===== config.mk =====
export PLATFORM = sky130hd
export DESIGN_NAME = shortest_job_first_queue
export DESIGN_NICKNAME = d
export VERILOG_FILES = /design/src/hdl/sjfq_pkg.sv /design/src/hdl/sjfq_cell.sv /design/src/hdl/shortest_job_first_queue.sv
export SDC_FILE = /design/constraint.sdc
export NUM_CORES = 2
export LEC_CHECK = 0
export ABC_AREA = 1
export BUFFER_PORTS_ARGS = -buffer_cell sky130_fd_sc_hd__buf_2
export CAP_MARGIN = 20
export CORE_ASPECT_RATIO = 2
export CORE_UTILIZATION = 45
export CTS_CLUSTER_SIZE = 8
export DETAILED_ROUTE_END_ITERATION = 12
export GPL_TIMING_DRIVEN = 0
export PLACE_DENSITY_LB_ADDON = 0.08
export SYNTH_ARGS = -nofsm -noshare
export SYNTH_HDL_FRONTEND = slang
export SYNTH_SLANG_ARGS = --single-unit

===== constraint.sdc =====
create_clock -name clk -period 10.7 [get_ports clk]
set_input_delay 1.07 -clock clk [delete_from_list [all_inputs] [get_ports clk]]
set_output_delay 1.07 -clock clk [all_outputs]
set_load 0.02 [all_outputs]

===== src/hdl/sjfq_pkg.sv =====
// Package of the shortest-job-first queue: depth, widths, codes and types.
// Depends on nothing; used by every module of the block.
package sjfq_pkg;

    localparam int QUEUE_DEPTH = 16;
    localparam int CNT_W       = $clog2(QUEUE_DEPTH + 1);
    localparam int KEY_W       = 32;
    localparam int HANDLE_W    = 16;
    localparam int OCC_W       = 5;

    typedef enum logic [1:0] {
        ST_OK     = 2'd0,
        ST_EMPTY  = 2'd1,
        ST_FULL   = 2'd2,
        ST_CLOSED = 2'd3
    } status_t;

    typedef enum logic {
        OP_INSERT = 1'b0,
        OP_POP    = 1'b1
    } opcode_t;

    typedef struct packed {
        logic [KEY_W-1:0]    key;
        logic [HANDLE_W-1:0] handle;
    } entry_t;

    // Broadcast from the top level to every cell.
    typedef struct packed {
        logic   insert_en;
        logic   pop_en;
        entry_t ins;
    } cell_ctl_t;

    // Count narrowed or widened to the occupancy port.
    function automatic logic [OCC_W-1:0] to_occ(input logic [CNT_W-1:0] cnt);
        to_occ = OCC_W'(cnt);
    endfunction

endpackage


===== src/hdl/sjfq_cell.sv =====
// One cell of the sorted shift-register queue: holds one key and handle.
// Depends on sjfq_pkg.
module sjfq_cell
(
    input  logic               clk,
    input  sjfq_pkg::cell_ctl_t ctl,
    input  logic               occupied,
    input  logic               left_take,
    input  sjfq_pkg::entry_t   left_entry,
    input  sjfq_pkg::entry_t   right_entry,
    output logic               take,
    output sjfq_pkg::entry_t   entry
);

    sjfq_pkg::entry_t entry_reg;
    sjfq_pkg::entry_t entry_next;

    // A cell takes part in an insert when it is empty or holds a larger key,
    // so equal keys keep the older entry in front.
    assign take = !(occupied && ($signed(entry_reg.key) <= $signed(ctl.ins.key)));

    always_comb
    begin
        entry_next = entry_reg;
        if (ctl.insert_en && take)
        begin
            entry_next = left_take ? left_entry : ctl.ins;
        end
        else if (ctl.pop_en)
        begin
            entry_next = right_entry;
        end
    end

    always_ff @(posedge clk)
    begin
        entry_reg <= entry_next;
    end

    assign entry = entry_reg;

endmodule


===== src/hdl/shortest_job_first_queue.sv =====
// Top level of the shortest-job-first queue: control, count and cell row.
// Depends on sjfq_pkg and sjfq_cell.
//
//  Channel   | Handshake        | Payload
//  ----------+------------------+------------------------------------------
//  request   | start / busy     | opcode, job_size, job_handle
//  result    | done (strobe)    | status, out_size, out_handle, occupancy
//  config    | cfg_we           | cfg_wdata (closed bit)
//
// One request is taken every clock cycle; busy is never raised. The result
// appears on the cycle after the request is taken and is held for exactly
// one cycle, marked by done. The receiver cannot stall the result port.
// Reset clears the count and the closed register; the cell contents are not
// cleared because a cell beyond the count is never read.
module shortest_job_first_queue
(
    input  logic                            clk,
    input  logic                            rst_n,
    input  logic                            start,
    output logic                            busy,
    input  logic                            opcode,
    input  logic signed [sjfq_pkg::KEY_W-1:0] job_size,
    input  logic [sjfq_pkg::HANDLE_W-1:0]   job_handle,
    input  logic                            cfg_we,
    input  logic                            cfg_wdata,
    output logic                            done,
    output logic [1:0]                      status,
    output logic signed [sjfq_pkg::KEY_W-1:0] out_size,
    output logic [sjfq_pkg::HANDLE_W-1:0]   out_handle,
    output logic [sjfq_pkg::OCC_W-1:0]      occupancy
);

    localparam int DEPTH = sjfq_pkg::QUEUE_DEPTH;
    localparam int CNT_W = sjfq_pkg::CNT_W;

    logic                           closed_reg;
    logic [CNT_W-1:0]               count_reg;
    logic [CNT_W-1:0]               count_next;
    logic                           done_reg;
    sjfq_pkg::status_t              status_reg;
    sjfq_pkg::status_t              status_next;
    logic [sjfq_pkg::KEY_W-1:0]     size_reg;
    logic [sjfq_pkg::KEY_W-1:0]     size_next;
    logic [sjfq_pkg::HANDLE_W-1:0]  handle_reg;
    logic [sjfq_pkg::HANDLE_W-1:0]  handle_next;

    logic                           accept;
    logic                           full;
    logic                           empty;
    sjfq_pkg::cell_ctl_t            ctl;

    sjfq_pkg::entry_t               cell_entry [DEPTH];
    logic                           cell_take  [DEPTH];

    // Every request completes in the cycle after it is taken, so the request side never waits.
    assign busy   = 1'b0;
    assign accept = start && !busy;

    assign full  = (count_reg == CNT_W'(DEPTH));
    assign empty = (count_reg == '0);

    // An insert is dropped when the queue is closed or full; a pop of an
    // empty queue changes nothing. Closed wins over full.
    always_comb
    begin
        ctl.insert_en  = 1'b0;
        ctl.pop_en     = 1'b0;
        ctl.ins.key    = job_size;
        ctl.ins.handle = job_handle;
        count_next     = count_reg;
        status_next    = sjfq_pkg::ST_OK;
        size_next      = '0;
        handle_next    = '0;
        if (opcode == sjfq_pkg::OP_INSERT)
        begin
            if (closed_reg)
            begin
                status_next = sjfq_pkg::ST_CLOSED;
            end
            else if (full)
            begin
                status_next = sjfq_pkg::ST_FULL;
            end
            else
            begin
                ctl.insert_en = accept;
                count_next    = count_reg + CNT_W'(1);
            end
        end
        else
        begin
            if (empty)
            begin
                status_next = sjfq_pkg::ST_EMPTY;
            end
            else
            begin
                ctl.pop_en  = accept;
                count_next  = count_reg - CNT_W'(1);
                size_next   = cell_entry[0].key;
                handle_next = cell_entry[0].handle;
            end
        end
    end

    // The row of cells. Each cell shifts right on an insert when it and its
    // left neighbor both lie past the insert point, and shifts left on a pop.
    for (genvar i = 0; i < DEPTH; i++)
    begin : g_cell
        logic             occupied;
        logic             left_take;
        sjfq_pkg::entry_t left_entry;
        sjfq_pkg::entry_t right_entry;

        assign occupied = (count_reg > CNT_W'(i));

        if (i == 0)
        begin : g_first
            assign left_take  = 1'b0;
            assign left_entry = ctl.ins;
        end
        else
        begin : g_inner
            assign left_take  = cell_take[i-1];
            assign left_entry = cell_entry[i-1];
        end

        // The last cell has no right neighbor; after a pop it lies beyond
        // the count and is never read, so it simply keeps its value.
        if (i == DEPTH - 1)
        begin : g_last
            assign right_entry = cell_entry[i];
        end
        else
        begin : g_mid
            assign right_entry = cell_entry[i+1];
        end

        sjfq_cell u_cell
        (
            .clk         (clk),
            .ctl         (ctl),
            .occupied    (occupied),
            .left_take   (left_take),
            .left_entry  (left_entry),
            .right_entry (right_entry),
            .take        (cell_take[i]),
            .entry       (cell_entry[i])
        );
    end

    // Control state: closed flag, count and the result strobe.
    always_ff @(posedge clk or negedge rst_n)
    begin
        if (!rst_n)
        begin
            closed_reg <= 1'b0;
            count_reg  <= '0;
            done_reg   <= 1'b0;
        end
        else
        begin
            if (cfg_we)
            begin
                closed_reg <= cfg_wdata;
            end
            if (accept)
            begin
                count_reg <= count_next;
            end
            done_reg <= accept;
        end
    end

    // Result payload is only meaningful while done is high.
    always_ff @(posedge clk)
    begin
        if (accept)
        begin
            status_reg <= status_next;
            size_reg   <= size_next;
            handle_reg <= handle_next;
        end
    end

    assign done       = done_reg;
    assign status     = status_reg;
    assign out_size   = size_reg;
    assign out_handle = handle_reg;
    assign occupancy  = sjfq_pkg::to_occ(count_reg);

endmodule


-- Word level (Yosys, flattened, before mapping)
Cells that the tools add are included.
- bits in registers: 825
- bits in latches: 0
- bits in writable memories: 0
- ROM bits: 0
- input bits: 54
- output and inout bits: 57
- word-level logic and storage cells: 201
- memories: 0
- add/sub/neg operators: 2
- $mul: 0
- divide/modulo/power cells: 0
- $lt $le $gt $ge: 32
- eq/ne operators: 4
- shift operators: 0
- muxes and demuxes: 58
- bitwise logic cells: 1
- reduce and logical (&&, ||, !) cells: 66
- operators by type and width (cell ; count):
    48-bit 2-to-1 mux ; 45
    32-bit <= comparator ; 16
    5-bit by 4-bit greater-than comparator with 1-bit output, second input constant ; 8
    1-bit logical AND ; 32
    2-bit nonzero test ; 15
    5-bit by 3-bit greater-than comparator with 1-bit output, second input constant ; 4
    5-bit 2-to-1 mux ; 4
    1-bit logical NOT ; 16
    5-bit by 1-bit greater-than comparator with 1-bit output, second input constant ; 2
    5-bit by 2-bit greater-than comparator with 1-bit output, second input constant ; 2
    1-bit 2-to-1 mux ; 6
    2-bit 2-to-1 mux ; 3
    2-bit inequality test, second input constant ; 3
    5-bit by 1-bit adder with 5-bit output, second input constant ; 1
    5-bit equality test, second input constant ; 1
    5-bit logical NOT ; 1
    5-bit by 1-bit subtractor with 5-bit output, second input constant ; 1
    4-bit AND reduction ; 1
    2-bit OR reduction ; 1
    1-bit NOT ; 1

-- Logic depth before layout (Yosys ltp)
- depth in word-level cells: 6
- depth in mapped cells: 22

-- Modules after synthesis
From an unflattened synthesis, not the netlist that was laid out.
- cell total of the unflattened synthesis: 7385
- area total of the unflattened synthesis: 59141.7 µm²
- modules (own cells, without submodules) (module ; instances ; cells each ; area an instance (µm²) ; seq. area each (µm²)):
    sjfq_cell ; 16 ; 445 ; 3527.1 ; 1441.4
    shortest_job_first_queue ; 1 ; 265 ; 2707.6 ; 1676.6

-- Worst setup path before layout
Ideal clock, no wire load.
- path kind: input -> register
- from: input job_size[31] (netlist bit)
- to: register g_cell[15].u_cell.entry_reg, in the netlist g_cell[15].u_cell.entry[0], enable pin
- library setup time: 470 ps
- data arrival time: 4783 ps
- required time: 10230 ps
- slack: 5448 ps
- stages: 10
- path through: inv_1 -> ha_1 -> nand2_1 -> nor2_1 -> nand3_1 -> nor4_1 -> nand2_1 -> nand3_1 -> nand3_1 -> a21oi_1
- word-level cells in the longest chain between the ends: 4
- ends and longest elaborated chain (item ; line ; text):
    start, declared ; shortest_job_first_queue.sv:22 ; input logic signed [sjfq_pkg::KEY_W-1:0] job_size,
    32-bit <= comparator ; sjfq_cell.sv:20 ; assign take = !(occupied && ($signed(entry_reg.key) <= $signed(ctl.ins.key)));
    1-bit logical AND ; sjfq_cell.sv:20 ;
    1-bit logical NOT ; sjfq_cell.sv:20 ;
    1-bit logical AND ; sjfq_cell.sv:25 ; if (ctl.insert_en && take)
    end signal, assigned ; sjfq_cell.sv:37 ; entry_reg <= entry_next;
    end, declared ; sjfq_cell.sv:15 ; sjfq_pkg::entry_t entry_reg;
No other way between the ends.
A chain may end at the register's enable or synchronous reset.

-- Worst setup path after layout
- from: input job_size[31] (netlist bit)
- to: register g_cell[0].u_cell.entry_reg, in the netlist g_cell[0].u_cell.entry[10], enable pin
- word-level cells in the longest chain between the ends: 5
- ends and longest elaborated chain (item ; line):
    32-bit <= comparator ; sjfq_cell.sv:20
    1-bit logical AND ; sjfq_cell.sv:20
    1-bit logical NOT ; sjfq_cell.sv:20
    1-bit logical AND ; sjfq_cell.sv:25
    2-bit nonzero test (no line) ; n/a
    end signal, assigned ; sjfq_cell.sv:37
    end, declared ; sjfq_cell.sv:15
No other way between the ends.

==> results.md <==
- Finished Layout Cells: 9,540
- DR vias/cell: 5.66
- Initial antenna violation count: 11
- GRT Max-Usage Layer: met2
- Yosys reg bits: 825
- Commonest cells after routing, fill and taps aside: nand2_1, edfxtp_1, nand3_1, ha_1, inv_1
- RePlAce Congestion: 1.00
- Share of cells above drive strength 1: 0.0616
- Crit path to: g_cell[0].u_cell.entry[10]
- Slowest-stage cell, CP: inv_1
- Vias: 54,000
- Area contributors post-synth: edfxtp_1, nand2_1, ha_1
- Max cap viols: 0
- Register area share after synthesis: 0.436
- Clock skew: 0.0354 ns
- Setup TNS: 0 ns
- R2r worst-path depth: 15
- FFs w/ async S/R, synth: 0.00848
- Critical Path Stages: 17
- Min cycle time layout: 6.17 ns
- Crit path largest cell delay: 0.73 ns
- Slew margin rel.: 0.183
- DP Wirelength: 196,000 um
- Clock-pin slew on the worst setup and hold paths: 0.05 ns
- Critical path origin: job_size[31]
- Crit. End Element: flop
- Count of cell types in the netlist: 40
- Clock sink count: 825
- Leakage: 31.4 nW
- HP Class: input pin to asynchronous set/reset pin
- Die height: 504 um
- Yosys top cell area share: 0.433
- Hold buffer count at cts: 0
- Clock Tree Buf Depth: 3
- Synthesized area per cell: 7.51 um2
- Final Hold Fails: 0
- Period utilisation layout: 0.576
- Post-Synthesis Net Count: 8,130
- Routed wire per std cell: 26.8 um
- Synth Instances: 7,559
- Core area: 0.125 mm2
- Wirelength, routed: 255,000 um
- Inst Count DP: 9,378
- Rows: 184
- Area Overhead vs Synth: 11.9%
- H-tree Lvls: 3
- Met1 usage: 0.408
- VDD IR max: 156 uV
- Tot GR Track Use: 0.400
- Reg-to-Reg Start: g_cell[0].u_cell.entry[47]
- Initial core utilization: 0.452
- Mapped cell area: 0.0568 mm2
- Worst path top cell family by delay: simple AND/OR/NAND/NOR gates
- Total CTS buffers: 113
- Most common cell after layout, fill and taps aside: nand2_1
- Critical path type: input pin to flop
- R2r endpoint: g_cell[0].u_cell.entry[10]
- CTS resizes: 0
- I/O Buffers: 109
- Critical Path Most Common Cell: nand2_1
- Critical-path cell list: buf_2, inv_1, ha_1, nand2_1, nor2_1, nand2_1, nor2_1, inv_1, nor2_1, nand2_1, nand4_1, nand3_1, nand2_1, nand2_1, clkbuf_2, nand2_4, buf_16
- Final count of negative-setup-slack endpoints: 0
- Largest net degree at the start of global routing: 49
- First-pass GRT wire length: 362,000 um
- Final core utilization: 0.506
- Reg-to-reg slack, setup: 5.30 ns
- Main flop type after synthesis: edfxtp_1
- Boundary Pins: 111
- Pwr per Cell Area: 249 mW/mm2
- Number of flip-flops under the largest register name: 768
- Routed Antenna Nets: 0
- CP Buf/Inv Count: 5
- Pin slew with the least headroom to its limit: 1.23 ns
- Startpoint Class: input pin
- CTS tree: done
- Worst-Skew Late Latency: 0.76 ns
- Unrepaired setup endpoints after global routing: false
- Total gr overflow: 0
- Critical path peak fanout: 41
- CP Data Required Time: 11.09 ns
- Die area: 0.128 mm2
- CTS Root Cell: clkbuf_16
- DP Area: 0.0603 mm2
- Post-CTS setup buffer count: 0
- Max frequency: 162 MHz
- EDFF count, synth: 818
- Critical path arrival: 6.55 ns
- Drt pass-1 iters: 8
- Area leader, netlist: edfxtp_1
- Die width: 253 um
- Final #Nets: 8,395
- GR Util met2: 0.672
- Vias in the first global route: 53,400
- GR Layer Usage met3: 0.0677
- Status: finished, final reports clean
- Final instance area: 0.0635 mm2
- Residual DRC: 0
- Yosys warnings: 0
- Final-report max-slew violation count: 0
- DRT iter0 DRCs: 4,744
Yosys cell counts, types with 3 or more instances:
| library cell | n |
|---|---|
| buf_1 | 32 |
| nand2_2 | 8 |
| buf_6 | 4 |
| nand3_1 | 778 |
| ha_1 | 517 |
| nor3_1 | 6 |
| o21bai_1 | 5 |
| nor2_1 | 200 |
| inv_1 | 315 |
| nor4_1 | 3 |
| o21ai_0 | 128 |
| clkbuf_1 | 232 |
| o21ai_1 | 11 |
| buf_4 | 38 |
| xor2_1 | 4 |
| buf_2 | 121 |
| a21oi_1 | 231 |
| edfxtp_1 | 818 |
| nand4_1 | 38 |
| dfrtp_1 | 7 |
| nand2_1 | 3979 |
| inv_2 | 14 |
| a21o_1 | 17 |
| o21a_1 | 34 |
where the power goes:
part	switching [mW]	leakage, nW	internal, mW
Combinational	5.06	22.0	1.94
Clock	1.55	1.50	1.91
Sequential	0.680	7.93	4.66
Total	7.29	31.4	8.51
cell type report:
type,count,area (um2)
antenna,6,15.0
buffer,428,1940
clock buffer,144,2970
clock inverter,7,134
fill,12800,62000
inverter,329,1230
multi-input combinational,5977,29000
sequential,825,24700
tap,1674,2090
timing repair buffer,150,1390
logic make-up after synthesis:
kind of cell             after synthesis  synth area share
adder cells (fa/ha/maj)              517             0.114
AO/OA/AOI/OAI                        434            0.0413
AND/OR/NAND/NOR                     5020             0.352
buffers and inverters                757            0.0558
other                                  1         0.0000661
multiplexers                           1          0.000198
flip-flops                           825             0.436
XOR/XNOR                               4          0.000617
through the flow:
stage | hold slack [ns] | power [mW] | setup WS (ns)
final | 0.170 | 15.8 | 4.53
after CTS | 0.138 | 15.6 | 4.77
after floorplan | 0.481 | 9.31 | 5.45
after global placement | 0.512 | 12.0 | 0.773
after detailed placement | 0.507 | 12.2 | 3.98
after global routing | 0.170 | 16.6 | 4.58
how the worst min path moves through the flow:
stage / start / endpoint / slack [ns] / depth (start not counted)
floorplan: closed_reg / closed_reg / 0.48 / 1
global placement: g_cell[15].u_cell.entry[15] / g_cell[14].u_cell.entry[15] / 0.51 / 2
detailed placement: g_cell[15].u_cell.entry[15] / g_cell[14].u_cell.entry[15] / 0.51 / 2
CTS: rst_n / occupancy[3] / 0.14 / 1
global route: rst_n / occupancy[2] / 0.17 / 1
finish: rst_n / occupancy[3] / 0.17 / 1
layer usage:
layer,share of wire,up-vias
li1,-,25300
met1,0.34,25800
met2,0.48,2054
met3,0.061,836
met4,0.12,6
met5,0.00019,-
No activity file was read; power rests on OpenSTA's default activity.
